[src/rtl/core/xcls_pkg.sv]
// shared types and constants for the cross-correlation lag search block
// no dependencies; imported by every module of the block
`default_nettype none

package xcls_pkg;

   localparam int MAX_LAG_DEF   = 32;
   localparam int MAX_PAIRS_DEF = 65536;
   localparam int MIN_PAIRS     = 8;

   localparam int SAMPLE_W   = 16;
   localparam int PROD_W     = 2 * SAMPLE_W;
   localparam int PEAK_LAG_W = 7;
   localparam int STATUS_W   = 2;
   localparam int REQ_DATA_W = 2 * SAMPLE_W;
   localparam int RSP_DATA_W = 16;
   localparam int RSP_PAD_W  = RSP_DATA_W - PEAK_LAG_W - STATUS_W;

   typedef enum logic [STATUS_W-1:0] {
      STATUS_OK        = 2'd0,
      STATUS_TOO_SHORT = 2'd1,
      STATUS_OVERFLOW  = 2'd2
   } status_type;

   typedef enum logic [1:0] {
      ST_ACCUM,
      ST_DRAIN,
      ST_SCAN,
      ST_EMIT
   } state_type;

   // controls shared by every lag cell of the chain
   typedef struct packed {
      logic acc_en;
      logic shift;
   } cell_ctrl_type;

   // controls for the running-maximum unit at the chain head
   typedef struct packed {
      logic clear;
      logic take;
   } search_ctrl_type;

endpackage : xcls_pkg

`default_nettype wire

[src/rtl/core/xcls_peak_search.sv]
// running maximum over the sums leaving the chain head, most negative lag first
// depends on xcls_pkg
`default_nettype none

module xcls_peak_search #(
   parameter int MAX_LAG = 32,
   parameter int SUM_W   = 48,
   parameter int IDX_W   = 7,
   parameter int CNT_W   = 17
) (
   input  wire                                 clock,
   input  wire                                 reset,
   input  xcls_pkg::search_ctrl_type           ctrl,
   input  wire signed [SUM_W-1:0]              sum,
   input  wire [IDX_W-1:0]                     idx,
   input  wire [CNT_W-1:0]                     pair_count,
   output logic signed [xcls_pkg::PEAK_LAG_W-1:0] peak_lag
);
   import xcls_pkg::*;

   localparam int CmpW = (CNT_W > IDX_W) ? CNT_W : IDX_W;
   localparam int LagW = (IDX_W + 1 > PEAK_LAG_W + 1) ? IDX_W + 1 : PEAK_LAG_W + 1;

   logic                    have_ff;
   logic                    have_in;
   logic signed [SUM_W-1:0] best_ff;
   logic signed [SUM_W-1:0] best_in;
   logic [IDX_W-1:0]        best_idx_ff;
   logic [IDX_W-1:0]        best_idx_in;
   logic [IDX_W-1:0]        mag;
   logic                    eligible;
   logic                    take_now;
   logic [LagW-1:0]         lag_full;

   // |lag| of the sum now at the head, only lags shorter than the run count
   assign mag      = (idx < IDX_W'(MAX_LAG)) ? IDX_W'(MAX_LAG) - idx : idx - IDX_W'(MAX_LAG);
   assign eligible = CmpW'(mag) < CmpW'(pair_count);
   // strict compare keeps the earlier, more negative lag on a tie
   assign take_now = ctrl.take && eligible && (!have_ff || (sum > best_ff));

   always_comb begin
      have_in     = have_ff;
      best_in     = best_ff;
      best_idx_in = best_idx_ff;
      priority if (ctrl.clear) begin
         have_in     = 1'b0;
         best_idx_in = IDX_W'(MAX_LAG);
      end else if (take_now) begin
         have_in     = 1'b1;
         best_in     = sum;
         best_idx_in = idx;
      end
   end

   always_ff @(posedge clock) begin
      if (reset) begin
         have_ff     <= 1'b0;
         best_idx_ff <= IDX_W'(MAX_LAG);
      end else begin
         have_ff     <= have_in;
         best_idx_ff <= best_idx_in;
      end
   end

   always_ff @(posedge clock) begin
      best_ff <= best_in;
   end

   assign lag_full = LagW'(best_idx_ff) - LagW'(MAX_LAG);
   assign peak_lag = lag_full[PEAK_LAG_W-1:0];

endmodule : xcls_peak_search

`default_nettype wire

[config.mk]
export PLATFORM = sky130hd
export DESIGN_NAME = xcls_peak_search
export DESIGN_NICKNAME = d
export VERILOG_FILES = /design/src/rtl/core/xcls_pkg.sv /design/src/rtl/core/xcls_peak_search.sv
export SDC_FILE = /design/constraint.sdc
export NUM_CORES = 1
export LEC_CHECK = 0
export ABC_AREA = 0
export BUFFER_PORTS_ARGS = -buffer_cell sky130_fd_sc_hd__buf_2
export CAP_MARGIN = 40
export CORE_ASPECT_RATIO = 1.4
export CORE_UTILIZATION = 52
export CTS_BUF_LIST = sky130_fd_sc_hd__clkbuf_2 sky130_fd_sc_hd__clkbuf_4 sky130_fd_sc_hd__clkbuf_8
export DETAILED_ROUTE_END_ITERATION = 12
export PLACE_DENSITY = 0.75
export REMOVE_ABC_BUFFERS = 1
export SLEW_MARGIN = 10
export SYNTH_ARGS = -nofsm -noshare
export SYNTH_HDL_FRONTEND = slang
export SYNTH_SLANG_ARGS = --single-unit
[constraint.sdc]
create_clock -name clock -period 10.1 [get_ports clock]
set_input_delay 1.515 -clock clock [delete_from_list [all_inputs] [get_ports clock]]
set_output_delay 1.515 -clock clock [all_outputs]
set_load 0.05 [all_outputs]
==> reports/summary.txt, run 1 <==
Worst IR drop on VDD - 0.00008353 V
FMAX - 0.2261 GHz
I/O pin total - 83
Leakage power - 1.934 nW
H-Tree Depth - 2
Routed len/inst - 12.99 µm
Vias - 2440
R2R cell count - 11
Distinct cells, synth - 40
Layout Utilization - 63.20%
DRT Wirelength - 6094 µm
Crit. End Element - flip-flop
Vias/cell - 5.203
Post-CTS resize count - 0
Post-synthesis mux area share - 2.083%
Sequential area share after synthesis - 47.62%
Hold_buf cts - 0
CTS sink cnt - 56
CTS clock-pin slew for the worst setup and hold paths - 0.10 ns
Dpl ws - 5.339 ns
Post-Syn Area - 0.003363 mm²
Mean Syn Cell Area - 10.78 µm²
Row cnt - 34
DIE WIDTH - 69.97 µm
Max incr delay on CP - 0.56 ns
Crit share post-route - 43.79%
Setup ws final - 5.677 ns
GR Overflow Total - 0
Total GRT Usage - 19.20%
Worst-Skew Late Latency - 0.31 ns
NumNets Final - 527
Data arrival, critical path - 4.37 ns
Clock Skew - 0.009917 ns
Post-synthesis compound-gate area fraction - 10.04%
Kind of critical path - in -> reg
Setup violations, final - 0
Ant. Diodes - 0
# Post-CTS Setup Buffers - 0
Largest family of logic cells by synthesized area - adder cells
CTS tree - done
Post-Syn Instances - 312
Starting Density - 54.15%
# fillers - 515
Post-detail-place hpwl - 4930 µm
CTS root buffer - clkbuf_8
Die area - 0.006798 mm²
Max-Cap Viols - 0
Share of cells above drive strength 1 - 24.69%
Number of synthesized flops with an enable pin - 48
Worst hold slack - 0.4623 ns
Max Slew Vio Count - 0
Area Growth Syn to Fin - 16.70%
CTS Buf Count - 5
Worst min-delay path class - reg -> reg
Violation count after the first detailed-route iteration - 73
Most common cell on crit path - ha_1
PortBufs - 82
Fin Setup TNS - 0 ns
Synth warn - 0
Antenna violations before repair - 0
Main area contributors after synthesis - edfxtp_1, ha_1, inv_1, dfxtp_1, a21oi_1
Top FF cell, synth - edfxtp_1
Crit path max-delay cell type - o311ai_4
CTS Buffer Depth - 2
Final RePlAce weighted congestion - 0.7770
Post-synthesis simple-gate area fraction - 10.94%
DR pass1 iterations - 4
Fin crit period - 4.423 ns
Worst Max-Slew Pin Slew - 0.7238 ns
DRT antenna net count - 0
Buffers & Inverters on Critical Path - 3
Crit path launch type - input pin
PwrDens - 125.7 mW/mm²
Async SR Flop Fraction - 0%
Yosys top cell area share - 42.86%
Synth Register Bits - 56
Cell family with most CP delay - compound AO/OA/AOI/OAI gates
First-pass GRT wire length - 10380 µm
Hold-critical path depth - 2
Die Y - 97.16 µm
Req. time, crit path - 10.05 ns
Cell count along the critical path - 13
RSZ-0062 raised after global routing - no
Run status - finished, final reports clean
Crit path max fanout - 48
Xor/xnor share of the synthesized area - 1.042%
Worst path cell trace - buf_2, inv_1, ha_1, nor3_1, xor2_1, ha_1, a21oi_1, o21ai_0, a31oi_1, o31ai_2, o311ai_4, nor2b_4, buf_4
Vias in the first global route - 2441
Adder-cell area share of the yosys netlist - 20.46%
Hold Vio Cnt, Final - 0
Pin count of the biggest net entering global routing - 49
Synth area leader - edfxtp_1
# DRC - 0
Max-slew headroom - 51.57%
Core area - 0.006211 mm²
[worst paths after layout]
kind	startpoint	end	slack, ns
min	have_ff	have_ff	0.46
min reg2reg	have_ff	have_ff	0.46
max reg2reg	best_ff[42]	best_ff[31]	6.63
max	idx[0]	best_ff[31]	5.68
[final cells by class]
| class | instances | area [µm²] | area share [%] |
|---|---|---|---|
| clock inverter | 3 | 18.77 | 0.4782 |
| tap | 72 | 90.09 | 2.295 |
| sequential | 56 | 1602 | 40.80 |
| clock buffer | 5 | 68.82 | 1.753 |
| multi-input combinational | 191 | 1506 | 38.38 |
| inverter | 59 | 221.5 | 5.642 |
| timing repair buffer | 83 | 417.9 | 10.65 |
[layer usage]
metal / share of wire, % / vias up / track usage, %
met5: 0 / - / 0
met3: 5.4 / 17 / 4.149
met1: 41 / 1083 / 21.83
met4: 3.4 / 0 / 9.385
met2: 50 / 74 / 33.58
li1: - / 1266 / -
[power breakdown]
part	internal, mW	switching [mW]
logic	0.0426	0.0567
clock network	0.0485	0.0733
registers	0.268	0.00394
total	0.360	0.134
[through the flow]
| stage | total power [mW] | instances | instance area, µm² |
|---|---|---|---|
| final | 0.4935 | 469 | 3925 |
| after global routing | 0.5222 | 469 | 3925 |
| after CTS | 0.4989 | 469 | 3925 |
| after detailed placement | 0.3779 | 461 | 3837 |
| after global placement | 0.3740 | 461 | 3837 |
| after floorplan | 0.3413 | 306 | 3322 |
[synthesized netlist by cell type, drive strengths merged, types with 2 or more instances]
cell    number
a21boi       3
a21o         4
a21oi       22
a221oi       2
and4         2
buf          5
dfxtp        8
edfxtp      48
ha          55
inv         59
mux2i        7
nand2       27
nand3        7
nand4       10
nor2        13
nor2b        3
nor3         6
nor4         3
o21ai        9
o31ai        2
xor2         3
[worst reg2reg max path: stages, from the launching register on]
cell and delay (ns):
edfxtp_1 0.39, inv_1 0.06, ha_1 0.25, a21oi_2 0.15, nand2_1 0.08, a221oi_2 0.25
a21oi_1 0.09, a211o_1 0.29, or2_4 0.27, o311ai_4 0.50, nor2b_4 0.24, buf_4 0.50
[registers in the layout, indices dropped and copies added (netlist names)]
name / cells
best_ff: 48
best_idx_ff: 7
have_ff: 1
[cell usage in the layout, fill, tap and decap left out, drive strengths merged, types with 2 or more instances in the layout]
master and instances:
nor2 13, o31ai 2, ha 55, inv 59, mux2i 7, nand3 7
nand2 27, clkbuf 5, a221oi 2, clkinv 3, o21ai 9, nor2b 3
nor4 3, nor3 6, a21oi 22, buf 83, dfxtp 8, xor2 3
nand4 10, a21boi 3, edfxtp 48, a21o 4, and4 2
[cells by family (layout without fill, tap and decap cells)]
logic type,after synthesis,count (layout)
buf+inv,65,150
fa+ha+maj,55,55
flops,56,56
simple gates,75,75
xor+xnor,4,4
compound gates,50,50
mux,7,7
Note: power is estimated with default switching activity, not from simulation.
==> run 2, diff against run 1 <==
ABC_AREA = 1   (was 0)
CORE_UTILIZATION = 50   (was 52)
clock period = 3.8 ns   (was 10.1 ns; I/O delays follow)
==> reports/summary.txt, run 2 <==
Run status - finished, final reports clean
# fillers - 579 (+12%)
Crit path max fanout - 43 (-10%)
Area Growth Syn to Fin - 17.66%
CTS Buf Count - 5 (unchanged)
Crit share post-route - 73.89%
DRT Wirelength - 6310 µm (+3.5%)
Met3 wire length - 298 µm (-10%)
Max Slew Vio Count - 0 (unchanged)
Post-Syn Instances - 373 (+20%)
Commonest non-fill, non-tap cell in the layout - buf_2
GR Overflow Total - 0 (unchanged)
Highest Signal Layer - met4
Post-Syn Area - 0.003457 mm² (+2.8%)
Vias/cell - 4.776 (-8.2%)
Worst hold slack - 0.4473 ns (-0.01499 ns)
H-Tree Depth - 2 (unchanged)
Commonest cells after routing, fill and taps aside - buf_2, inv_1, nand2_1
# Post-CTS Setup Buffers - 0 (unchanged)
Data arrival, critical path - 2.80 ns (-1.57 ns)
Number of synthesized flops with an enable pin - 48 (unchanged)
CTS clock-pin slew for the worst setup and hold paths - 0.10 ns (about the same)
PwrDens - 328.7 mW/mm² (+160%)
FMAX - 0.3562 GHz
Req. time, crit path - 3.79 ns (-6.26 ns)
CTS sink cnt - 56 (unchanged)
Main area contributors after synthesis - edfxtp_1, ha_1, inv_1, nand2_1, dfxtp_1
Post-CTS resize count - 0 (unchanged)
Largest register FFs - 48 (unchanged)
Tot Pwr - 1.337 mW (+170%)
DRT antenna net count - 0 (unchanged)
Top FF cell, synth - edfxtp_1
DR pass1 iterations - 4 (unchanged)
First-pass GRT wire length - 10780 µm (+3.9%)
Max-Cap Viols - 0 (unchanged)
Hold_buf cts - 0 (unchanged)
Final RePlAce weighted congestion - 0.8032 (+3.4%)
Hold Vio Cnt, Final - 0 (unchanged)
Worst IR drop on VDD - 0.0001968 V (+140%)
Fin crit period - 2.808 ns
Pin count of the biggest net entering global routing - 44 (-10%)
Crit path launch type - input pin
NumNets Final - 587 (+11%)
Worst-Skew Late Latency - 0.31 ns (about the same)
Sequential area share after synthesis - 46.33% (-1.3 points)
Max-slew headroom - 67.34% (+16 points)
PortBufs - 82 (unchanged)
Starting Density - 52.28% (-1.9 points)
Post-detail-place hpwl - 5184 µm (+5.2%)
Violation count after the first detailed-route iteration - 105 (+44%)
RSZ-0062 raised after global routing - no
CTS tree - done
Setup violations, final - 0 (unchanged)
Count leader, synth - inv_1
I/O pin total - 83 (unchanged)
Kind of critical path - in -> reg
Placed cells - 541 (+17%)
Die Y - 100.4 µm (+3.3%)
Distinct cells, synth - 26 (-35%)
CTS root buffer - clkbuf_8
Yosys top cell area share - 41.69% (-1.2 points)
Biggest regs - best_ff x48, best_idx_ff x7, have_ff x1
Antenna violations before repair - 0 (unchanged)
Final non-filler cell total - 549 (+17%)
Synth warn - 0 (unchanged)
Routed len/inst - 11.49 µm (-12%)
Total GRT Usage - 19.06% (-0.14 points)
CTS Buffer Depth - 2 (unchanged)
Crit. End Element - flip-flop
Fin Setup TNS - 0 ns (unchanged)
Vias in the first global route - 2620 (+7.3%)
Async SR Flop Fraction - 0% (unchanged)
Synth Register Bits - 56 (unchanged)
Met2 wire len - 3240 µm (+6.5%)
Die area - 0.007255 mm² (+6.7%)
Synth area leader - edfxtp_1
Core area - 0.006613 mm² (+6.5%)
Ant. Diodes - 0 (unchanged)
Worst Max-Slew Pin Slew - 0.4881 ns (-0.2358 ns)
DIE WIDTH - 72.28 µm (+3.3%)
Share of cells above drive strength 1 - 21.23% (-3.5 points)
Row cnt - 35 (+2.9%)
DRT met1 WL - 2627 µm (+4.6%)
Reg with most FFs - best_ff
Mean Syn Cell Area - 9.268 µm² (-14%)
Vias - 2622 (+7.5%)
Leakage power - 2.119 nW (+9.5%)
Clock Skew - 0.01319 ns (+0.003268 ns)
# DRC - 0 (unchanged)
Synth cell count leaders - inv_1, nand2_1, ha_1
Worst min-delay path class - in -> reg
-- run 2: metal layers --
metal	GRT usage [%]	vias to the layer above
li1	-	1382
met1	21.34	1161
met2	34.87	67
met3	3.614	12
met4	7.692	0
met5	0	-
-- run 2: per-stage QoR --
step	util [%]	worst slack, ns	area [µm²]
floorplan	-	-0.9178	3393
global placement	59.79	0.7507	3954
detailed placement	59.79	0.6793	3954
CTS	61.51	1.008	4068
global route	61.51	0.6786	4068
finish	61.51	0.9923	4068
-- run 2: logic make-up after synthesis --
kind of cell	Yosys count	synth area share, %
buffers and inverters	87	10.42
xor gates and xnor gates	4	1.014
adders and majority gates	55	19.91
and+or+nand+nor	130	15.60
DFF	56	46.33
AOI/OAI and AO/OA	41	6.732
-- run 2: report_power, final --
part / switching [mW] / internal, mW / total [mW]
Clock: 0.181 / 0.212 / 0.393
Sequential: 0.00802 / 0.698 / 0.707
Combinational: 0.138 / 0.0998 / 0.238
Total: 0.327 / 1.01 / 1.34
-- run 2: layout make-up --
class	instances	area [µm²]	area share, %
multi-input cells	230	1503	36.94
flip-flops and latches	56	1602	39.37
inverters	79	296.5	7.290
well taps	92	115.1	2.830
clock buffers	7	83.83	2.061
clock inverters	1	30.03	0.7382
repair buffers	84	437.9	10.77
-- run 2: worst max-delay path, cell delays in order --
cell and delay (ns):
buf_2 0.10, inv_1 0.12, ha_1 0.20, nand3_1 0.08, nand2_1 0.08, xor2_1 0.15
ha_1 0.25, a21oi_1 0.21, o21a_1 0.15, o32ai_1 0.06, nand2_1 0.05, and3_1 0.16
nand2_1 0.10, nor2_4 0.22, buf_12 0.28
-- run 2: final timing paths --
kind             startpoint        endpoint  slack [ns]  depth (start not counted)
max                  idx[0]     best_ff[18]        0.99                         15
min                 sum[23]     best_ff[23]        0.45                          1
max reg2reg     best_ff[47]     best_ff[18]        1.03                         17
min reg2reg  best_idx_ff[3]  best_idx_ff[3]        0.48                          2
