--- src/rtl/core/xcls_pkg.sv ---
// shared types and constants for the cross-correlation lag search block
// no dependencies; imported by every module of the block
`default_nettype none

package xcls_pkg;

   localparam int MAX_LAG_DEF   = 32;
   localparam int MAX_PAIRS_DEF = 65536;
   localparam int MIN_PAIRS     = 8;

   localparam int SAMPLE_W   = 16;
   localparam int PROD_W     = 2 * SAMPLE_W;
   localparam int PEAK_LAG_W = 7;
   localparam int STATUS_W   = 2;
   localparam int REQ_DATA_W = 2 * SAMPLE_W;
   localparam int RSP_DATA_W = 16;
   localparam int RSP_PAD_W  = RSP_DATA_W - PEAK_LAG_W - STATUS_W;

   typedef enum logic [STATUS_W-1:0] {
      STATUS_OK        = 2'd0,
      STATUS_TOO_SHORT = 2'd1,
      STATUS_OVERFLOW  = 2'd2
   } status_type;

   typedef enum logic [1:0] {
      ST_ACCUM,
      ST_DRAIN,
      ST_SCAN,
      ST_EMIT
   } state_type;

   // controls shared by every lag cell of the chain
   typedef struct packed {
      logic acc_en;
      logic shift;
   } cell_ctrl_type;

   // controls for the running-maximum unit at the chain head
   typedef struct packed {
      logic clear;
      logic take;
   } search_ctrl_type;

endpackage : xcls_pkg

`default_nettype wire

--- src/rtl/core/xcls_lag_cell.sv ---
// one lag cell: registered product and exact accumulator, shifts toward the chain head
// depends on xcls_pkg
`default_nettype none

module xcls_lag_cell #(
   parameter int SUM_W = 48
) (
   input  wire                               clock,
   input  wire                               reset,
   input  xcls_pkg::cell_ctrl_type           ctrl,
   input  wire signed [xcls_pkg::SAMPLE_W-1:0] mul_a,
   input  wire signed [xcls_pkg::SAMPLE_W-1:0] mul_b,
   input  wire signed [SUM_W-1:0]            shift_in,
   output logic signed [SUM_W-1:0]           acc_out
);
   import xcls_pkg::*;

   logic signed [PROD_W-1:0] prod_ff;
   logic signed [PROD_W-1:0] prod_in;
   logic signed [SUM_W-1:0]  acc_ff;
   logic signed [SUM_W-1:0]  acc_in;

   assign prod_in = mul_a * mul_b;

   always_comb begin
      priority if (ctrl.shift) begin
         acc_in = shift_in;
      end else if (ctrl.acc_en) begin
         acc_in = acc_ff + {{(SUM_W - PROD_W){prod_ff[PROD_W-1]}}, prod_ff};
      end else begin
         acc_in = acc_ff;
      end
   end

   always_ff @(posedge clock) begin
      prod_ff <= prod_in;
   end

   always_ff @(posedge clock) begin
      if (reset) begin
         acc_ff <= '0;
      end else begin
         acc_ff <= acc_in;
      end
   end

   assign acc_out = acc_ff;

endmodule : xcls_lag_cell

`default_nettype wire

--- config.mk ---
export PLATFORM = sky130hd
export DESIGN_NAME = xcls_lag_cell
export DESIGN_NICKNAME = d
export VERILOG_FILES = /design/src/rtl/core/xcls_pkg.sv /design/src/rtl/core/xcls_lag_cell.sv
export SDC_FILE = /design/constraint.sdc
export NUM_CORES = 1
export LEC_CHECK = 0
export ABC_AREA = 0
export BUFFER_PORTS_ARGS = -buffer_cell sky130_fd_sc_hd__buf_2
export CORE_MARGIN = 2
export CORE_UTILIZATION = 35
export CTS_CLUSTER_DIAMETER = 100
export DETAILED_ROUTE_END_ITERATION = 6
export PLACE_DENSITY = 0.58
export SYNTH_ARGS = -nofsm -noshare
export SYNTH_HDL_FRONTEND = slang
export SYNTH_SLANG_ARGS = --single-unit
--- constraint.sdc ---
create_clock -name clock -period 19.1 [get_ports clock]
set_clock_uncertainty 0.05 [all_clocks]
set_input_delay 1.91 -clock clock [delete_from_list [all_inputs] [get_ports clock]]
set_output_delay 1.91 -clock clock [all_outputs]
set_load 0.02 [all_outputs]
==> qor.txt, run 1 <==
=====================================================================================
Status ................................................................. complete, no violations
Worst hold start ....................................................... acc_out[27]$_SDFFE_PP0P_
Number of nets in the finished design ..................................         2344
Final max-slew violation count .........................................            0
Maximum clock path buffer count ........................................            2
Startpoint of the worst setup timing path ..............................     mul_b[1]
Via count of the first global-routing pass .............................        12700
Hold worst-path end .................................................... acc_out[27]$_SDFFE_PP0P_
Netlist cell types .....................................................           62
Register area ..........................................................    1600 um^2
Placed cell area .......................................................   16400 um^2
Post-synth top flop .................................................... sky130_fd_sc_hd__dfxtp_1
Count of endpoints failing setup in the final report ...................            0
Count of standard-cell rows ............................................           76
Crit path max fanout ...................................................           16
Sum of routed wire length over all layers ..............................     40700 um
Quantity of hold-fixing buffers added after cts ........................            0
HPWL after DPL .........................................................     33500 um
Cell repeated most along the worst path ................................ sky130_fd_sc_hd__fa_1
Number of detailed-routing iterations run before antenna repair ........            5
Pin count of the biggest net entering global routing ...................           94
Post-layout instance area ..............................................   16700 um^2
Ratio of final minimum period to clock period ..........................        0.409
Initial antenna violation count ........................................            1
Cell type group with the largest total delay on the critical path ......  adder cells
Critical path's slowest cell ........................................... sky130_fd_sc_hd__fa_1
Initial standard-cell utilization of the core ..........................        0.355
Wire length of the first global-routing pass ...........................     65800 um
Critical path buffer and inverter count ................................            6
Number of warnings printed during yosys synthesis ......................            0
Layout cells sized above 1 .............................................       0.0860
FF-to-FF path depth ....................................................           11
Most frequent standard cell in the layout excluding fill and tap cells . sky130_fd_sc_hd__inv_1
Peak per-stage delay on the critical path ..............................      0.79 ns
Clock transition at path regs ..........................................      0.06 ns
Netlist area before placement ..........................................   15300 um^2
Leading cell types in the layout, fill and taps excluded ............... 356 x sky130_fd_sc_hd__inv_1, 263 x sky130_fd_sc_hd__fa_1, 180 x sky130_fd_sc_hd__nand2_1
All-layer global routing usage .........................................        0.183
Hold depth .............................................................            2
Net count after synthesis ..............................................         2269
Synthesis-to-finish area growth ........................................        9.50%
CTS buffer count .......................................................            9
Setup repair after global routing missed its margin ....................           no
Footprint of the multi-input gates .....................................   12100 um^2
Syn_area_per_cell ......................................................    8.52 um^2
Count of buffers added by post-CTS timing repair for setup .............            0
Fraction of registers with async set/reset .............................            0
Die Height .............................................................       213 um
Area of the die ........................................................   45300 um^2
DRC Markers ............................................................            0
Clock tree from TritonCTS ..............................................         done
Number of filler cells placed in the layout ............................         4433
Minimum setup slack among reg-to-reg paths .............................     15.48 ns
Via count normalized by instance count .................................         5.01
DR iter-0 viols ........................................................          652
Synthesized flop and latch total .......................................           80
Post-detailed-route count of antenna-violating nets ....................            0
Core Area ..............................................................   43100 um^2
Worst R2R End .......................................................... acc_out[47]$_SDFFE_PP0P_
Total global routing overflow ..........................................            0
Arrival time of data at the critical path endpoint .....................      7.99 ns
Max-Cap Viols ..........................................................            0
# resized after CTS ....................................................            0
Kind of capture point of the worst setup path ..........................         flop
Die boundary width .....................................................       213 um
Number of levels in the clock H-tree ...................................            3
Number of cells produced by synthesis ..................................         1793
Routed vias ............................................................        12300
Number of sinks handled by clock tree synthesis ........................           80
Count of flip-flops with a built-in enable after synthesis .............            0
Setup TNS ..............................................................         0 ns
Number of buffer cells added on primary ports ..........................          131
Tmin final .............................................................      7.82 ns
Sequential area share after synthesis ..................................        0.105
Remaining max-slew budget at the tightest pin ..........................        0.355
Critical register-to-register path startpoint .......................... acc_out[6]$_SDFFE_PP0P_
Clock latency on the worst-skew pair ...................................      0.35 ns
Highest clock rate .....................................................      128 MHz
Clock root buffer ...................................................... sky130_fd_sc_hd__clkbuf_16
Path type of the worst setup path ...................................... input port to flop
Critical Path Start Type ...............................................   input port
Chain of cells forming the critical path ............................... buf_2 -> nand2_1 -> inv_1 -> fa_1 -> fa_1 -> inv_1 -> fa_1 -> fa_1 -> inv_1 -> fa_1 -> inv_1 -> fa_1 -> inv_1 -> ha_1 -> nand4_1 -> a211o_1 -> a21oi_1 -> o221ai_1 -> a21oi_1 -> nor4_1 -> a311o_1
Type of the most critical hold path .................................... flop to flop
Transition time of the tightest slew-check pin .........................     0.968 ns
Boundary Pins ..........................................................          132
Data required time of the critical path ................................     19.27 ns
Hold violation count in the final report ...............................            0
GPL Wtd Cong ...........................................................        0.854
Average wire length per cell after detail routing ......................      16.5 um
=====================================================================================
==> worst min-delay path: cells and delay by family, from the launching register on <==
kind / cells / cell delay [ns]
DFF: 1 / 0.33
AOI/OAI and AO/OA: 2 / 0.20
==> per-stage QoR <==
stage	setup slack [ns]	instances	hold WS, ns	utilization
after global routing	10.90	2458	0.571	0.388
after detailed placement	10.94	2442	0.515	0.381
final	11.28	2459	0.531	0.388
after global placement	11.12	2442	0.511	0.381
after CTS	11.29	2458	0.533	0.388
after floorplan	11.52	1793	0.589	-
==> routing by layer <==
metal / vias up / share of wire / GRT usage
met1: 6113 / 0.46 / 0.252
li1: 5834 / - / -
met5: - / 0.00027 / 0
met3: 54 / 0.046 / 0.0176
met2: 313 / 0.48 / 0.311
met4: 2 / 0.016 / 0.0415
==> area by class of cell <==
type                    instances  share of cell area
flip-flops and latches         80              0.0958
inverters                     356              0.0799
clock inverters                 7             0.00524
clock buffers                   9              0.0135
diodes                          1            0.000150
repair buffers                134              0.0406
multi-input cells            1287               0.721
well taps                     585              0.0438
==> registers in the layout, indices dropped and copies added, names as in the netlist <==
name     cells
acc_out     48
prod_ff     32
==> synth_stat cells, drive strengths merged, types with 3 or more instances <==
cell type | number | share of area
a21o | 32 | 0.016
o21ai | 40 | 0.013
buf | 9 | 0.0029
o31ai | 7 | 0.0034
mux2i | 9 | 0.0059
clkbuf | 61 | 0.015
or2 | 3 | 0.0012
o21a | 14 | 0.0069
nor3b | 6 | 0.0029
nand2 | 180 | 0.044
nor3 | 17 | 0.0056
ha | 129 | 0.11
o211ai | 6 | 0.0029
a21oi | 128 | 0.042
a31oi | 3 | 0.0012
a211o | 7 | 0.0040
nor2b | 8 | 0.0033
a221oi | 17 | 0.0097
fa | 263 | 0.34
dfxtp | 80 | 0.10
nor4 | 3 | 0.0012
xor2 | 18 | 0.010
nor2 | 95 | 0.023
inv | 356 | 0.088
a211oi | 14 | 0.0079
nand2b | 11 | 0.0045
and2 | 127 | 0.052
nand4 | 17 | 0.0070
a311oi | 4 | 0.0023
xnor2 | 49 | 0.028
or3 | 5 | 0.0020
nand3 | 11 | 0.0036
o21bai | 19 | 0.0096
o22ai | 7 | 0.0029
and3 | 5 | 0.0020
==> how the worst max path moves through the flow <==
stage	endpoint	slack (ns)	depth (start not counted)
3_5_place_dp	prod_ff[31]$_DFF_P_	10.94	21
2_1_floorplan	prod_ff[31]$_DFF_P_	11.52	21
4_1_cts	prod_ff[31]$_DFF_P_	11.29	21
5_1_grt	prod_ff[31]$_DFF_P_	10.90	21
6_report	prod_ff[31]$_DFF_P_	11.28	21
3_3_place_gp	prod_ff[31]$_DFF_P_	11.12	21
==> cell families (layout without fill, tap and decap cells) <==
| family | Yosys count | count (layout) | share of synthesized area |
|---|---|---|---|
| AOI/OAI and AO/OA | 324 | 324 | 0.138 |
| xor gates and xnor gates | 67 | 67 | 0.0384 |
| adders and majority gates | 392 | 392 | 0.450 |
| buffers and inverters | 426 | 506 | 0.105 |
| DFF | 80 | 80 | 0.105 |
| muxes | 9 | 9 | 0.00590 |
| other | 0 | 1 | 0 |
| and+or+nand+nor | 495 | 495 | 0.157 |
Power of run 1 is not shown: default switching activity piles up to over one toggle a cycle in this logic, so the estimate is an artifact.
==> inputs of run 2 (changes only) <==
- clock period: 19.1 -> 7.4 ns (I/O delays scaled with it)
==> qor.txt, run 2 (synthesized netlist as in run 1, its figures left out) <==
=====================================================================================
Critical path's slowest cell ........................................... sky130_fd_sc_hd__fa_1
Status ................................................................. complete, no violations
Hold violation count in the final report ...............................            0   unchanged
Via count normalized by instance count .................................         5.01   about the same
Worst Setup Slack post-DPL .............................................     0.481 ns   -10.46 ns
Leading cell types in the layout, fill and taps excluded ............... 356 x sky130_fd_sc_hd__inv_1, 263 x sky130_fd_sc_hd__fa_1, 180 x sky130_fd_sc_hd__nand2_1
Die Height .............................................................       213 um   unchanged
Initial standard-cell utilization of the core ..........................        0.355   unchanged
GPL Wtd Cong ...........................................................        0.861   +0.80%
Footprint of the multi-input gates .....................................   12100 um^2   unchanged
Wire length of the first global-routing pass ...........................     65600 um   -0.34%
Area of the die ........................................................   45300 um^2   unchanged
Count of buffers added by post-CTS timing repair for setup .............            0   unchanged
Minimum setup slack among reg-to-reg paths .............................      3.73 ns   -11.75 ns
Cell repeated most along the worst path ................................ sky130_fd_sc_hd__fa_1
Number of sinks handled by clock tree synthesis ........................           80   unchanged
Quantity of hold-fixing buffers added after cts ........................            0   unchanged
DRC Markers ............................................................            0   unchanged
Setup repair after global routing missed its margin ....................           no
Worst hold start ....................................................... acc_out[27]$_SDFFE_PP0P_
Post-layout instance area ..............................................   16700 um^2   +0.13%
Hold worst-path end .................................................... acc_out[27]$_SDFFE_PP0P_
Routed vias ............................................................        12300   +0.11%
Peak per-stage delay on the critical path ..............................      0.78 ns   about the same
DR iter-0 viols ........................................................          740   +13%
Most frequent standard cell in the layout excluding fill and tap cells . sky130_fd_sc_hd__inv_1
Placed cell area .......................................................   16400 um^2   +0.14%
Clock latency on the worst-skew pair ...................................      0.35 ns   about the same
Initial antenna violation count ........................................            1   unchanged
Synthesis-to-finish area growth ........................................        9.64%
Worst R2R End .......................................................... acc_out[47]$_SDFFE_PP0P_
Average wire length per cell after detail routing ......................      16.6 um   +0.41%
Worst Setup Slack, final ...............................................     0.845 ns   -10.44 ns
# resized after CTS ....................................................            0   unchanged
Path type of the worst setup path ...................................... input port to flop
Setup TNS ..............................................................         0 ns   unchanged
Boundary Pins ..........................................................          132   unchanged
HPWL after DPL .........................................................     33700 um   +0.60%
Tmin final .............................................................      6.55 ns
Count of endpoints failing setup in the final report ...................            0   unchanged
Max-Cap Viols ..........................................................            0   unchanged
Register area ..........................................................    1600 um^2   unchanged
Maximum clock path buffer count ........................................            2   unchanged
Pin count of the biggest net entering global routing ...................           74   -21%
Number of filler cells placed in the layout ............................         4461   +0.63%
Type of the most critical hold path .................................... flop to flop
Post-layout utilization of the core ....................................        0.389   +0.000494
Sum of routed wire length over all layers ..............................     40900 um   +0.53%
Number of buffer cells added on primary ports ..........................          131   unchanged
Ratio of final minimum period to clock period ..........................        0.886
All-layer global routing usage .........................................        0.183   -0.000471
Count of standard-cell rows ............................................           76   unchanged
Critical register-to-register path startpoint .......................... acc_out[6]$_SDFFE_PP0P_
Number of levels in the clock H-tree ...................................            3   unchanged
Number of flip-flops in the largest register ...........................           48   unchanged
Total global routing overflow ..........................................            0   unchanged
Clock root buffer ...................................................... sky130_fd_sc_hd__clkbuf_16
Number of detailed-routing iterations run before antenna repair ........            7   +2
Die boundary width .....................................................       213 um   unchanged
Clock tree from TritonCTS ..............................................         done
Via count of the first global-routing pass .............................        12500   -1.1%
CTS buffer count .......................................................            9   unchanged
Kind of capture point of the worst setup path ..........................         flop
Chain of cells forming the critical path ............................... buf_2 -> nand2_1 -> inv_1 -> fa_1 -> fa_1 -> inv_1 -> fa_1 -> fa_1 -> inv_1 -> fa_1 -> inv_1 -> fa_1 -> inv_1 -> ha_1 -> nand4_1 -> a211o_1 -> a21oi_1 -> o221ai_1 -> a21oi_1 -> nor4_1 -> a311o_1
Clock transition at path regs ..........................................      0.06 ns   about the same
Core Area ..............................................................   43100 um^2   unchanged
Post-detailed-route count of antenna-violating nets ....................            0   unchanged
Arrival time of data at the critical path endpoint .....................      6.73 ns   -1.26 ns
Number of nets in the finished design ..................................         2347   +0.13%
Data required time of the critical path ................................      7.58 ns   -11.69 ns
FF-to-FF path depth ....................................................           11   unchanged
Transition time of the tightest slew-check pin .........................      1.01 ns   +0.0389 ns
Final max-slew violation count .........................................            0   unchanged
Layout cells sized above 1 .............................................       0.0874   +0.00146
Remaining max-slew budget at the tightest pin ..........................        0.329   -0.0259
Hold depth .............................................................            2   unchanged
Crit path max fanout ...................................................           16   unchanged
Highest clock rate .....................................................      153 MHz
Critical Path Start Type ...............................................   input port
=====================================================================================
run 2: cell count changes in the layout (fill, tap and decap cells not counted), sizes merged:
cell,delta
buf,+3
clkinv,-2
clkinvlp,+1
inv,+1
run 2: worst max path at each step:
stage	from	endpoint	slack [ns]	depth (start not counted)
finish	mul_b[2]	prod_ff[31]$_DFF_P_	0.85	21
global route	mul_a[10]	prod_ff[25]$_DFF_P_	0.54	21
CTS	mul_a[15]	prod_ff[31]$_DFF_P_	0.86	21
detailed placement	mul_a[15]	prod_ff[31]$_DFF_P_	0.48	21
global placement	mul_a[15]	prod_ff[31]$_DFF_P_	0.61	21
floorplan	mul_a[15]	prod_ff[31]$_DFF_P_	0.99	21
run 2: layer usage:
| metal | vias up | wire [um] | GRT usage | share of wire |
|---|---|---|---|---|
| met4 | 0 | 450 | 0.0338 | 0.011 |
| met2 | 309 | 19700 | 0.310 | 0.48 |
| li1 | 5844 | - | - | - |
| met1 | 6141 | 18800 | 0.253 | 0.46 |
| met5 | - | 0 | 0 | 0 |
| met3 | 35 | 2010 | 0.0194 | 0.049 |
run 2: area by class of cell:
class / instances / share of cell area
multi-input combinational: 1287 / 0.720
sequential: 80 / 0.0957
inverter: 356 / 0.0798
tap: 585 / 0.0437
timing repair buffer: 137 / 0.0418
clock buffer: 9 / 0.0135
clock inverter: 7 / 0.00516
antenna: 1 / 0.000149
run 2: stage by stage:
stage                     std cells  hold slack, ns
final                          2462           0.531
after global routing           2461           0.562
after CTS                      2461           0.537
after detailed placement       2445           0.527
after global placement         2445           0.510
after floorplan                1793           0.589
run 2: worst max-delay path, delay by kind of cell:
| family | cells | cell delay (ns) |
|---|---|---|
| buf+inv | 6 | 0.70 |
| compound gates | 5 | 1.25 |
| simple gates | 3 | 0.36 |
| fa+ha+maj | 7 | 3.66 |
Power of run 2 is left out for the same reason.
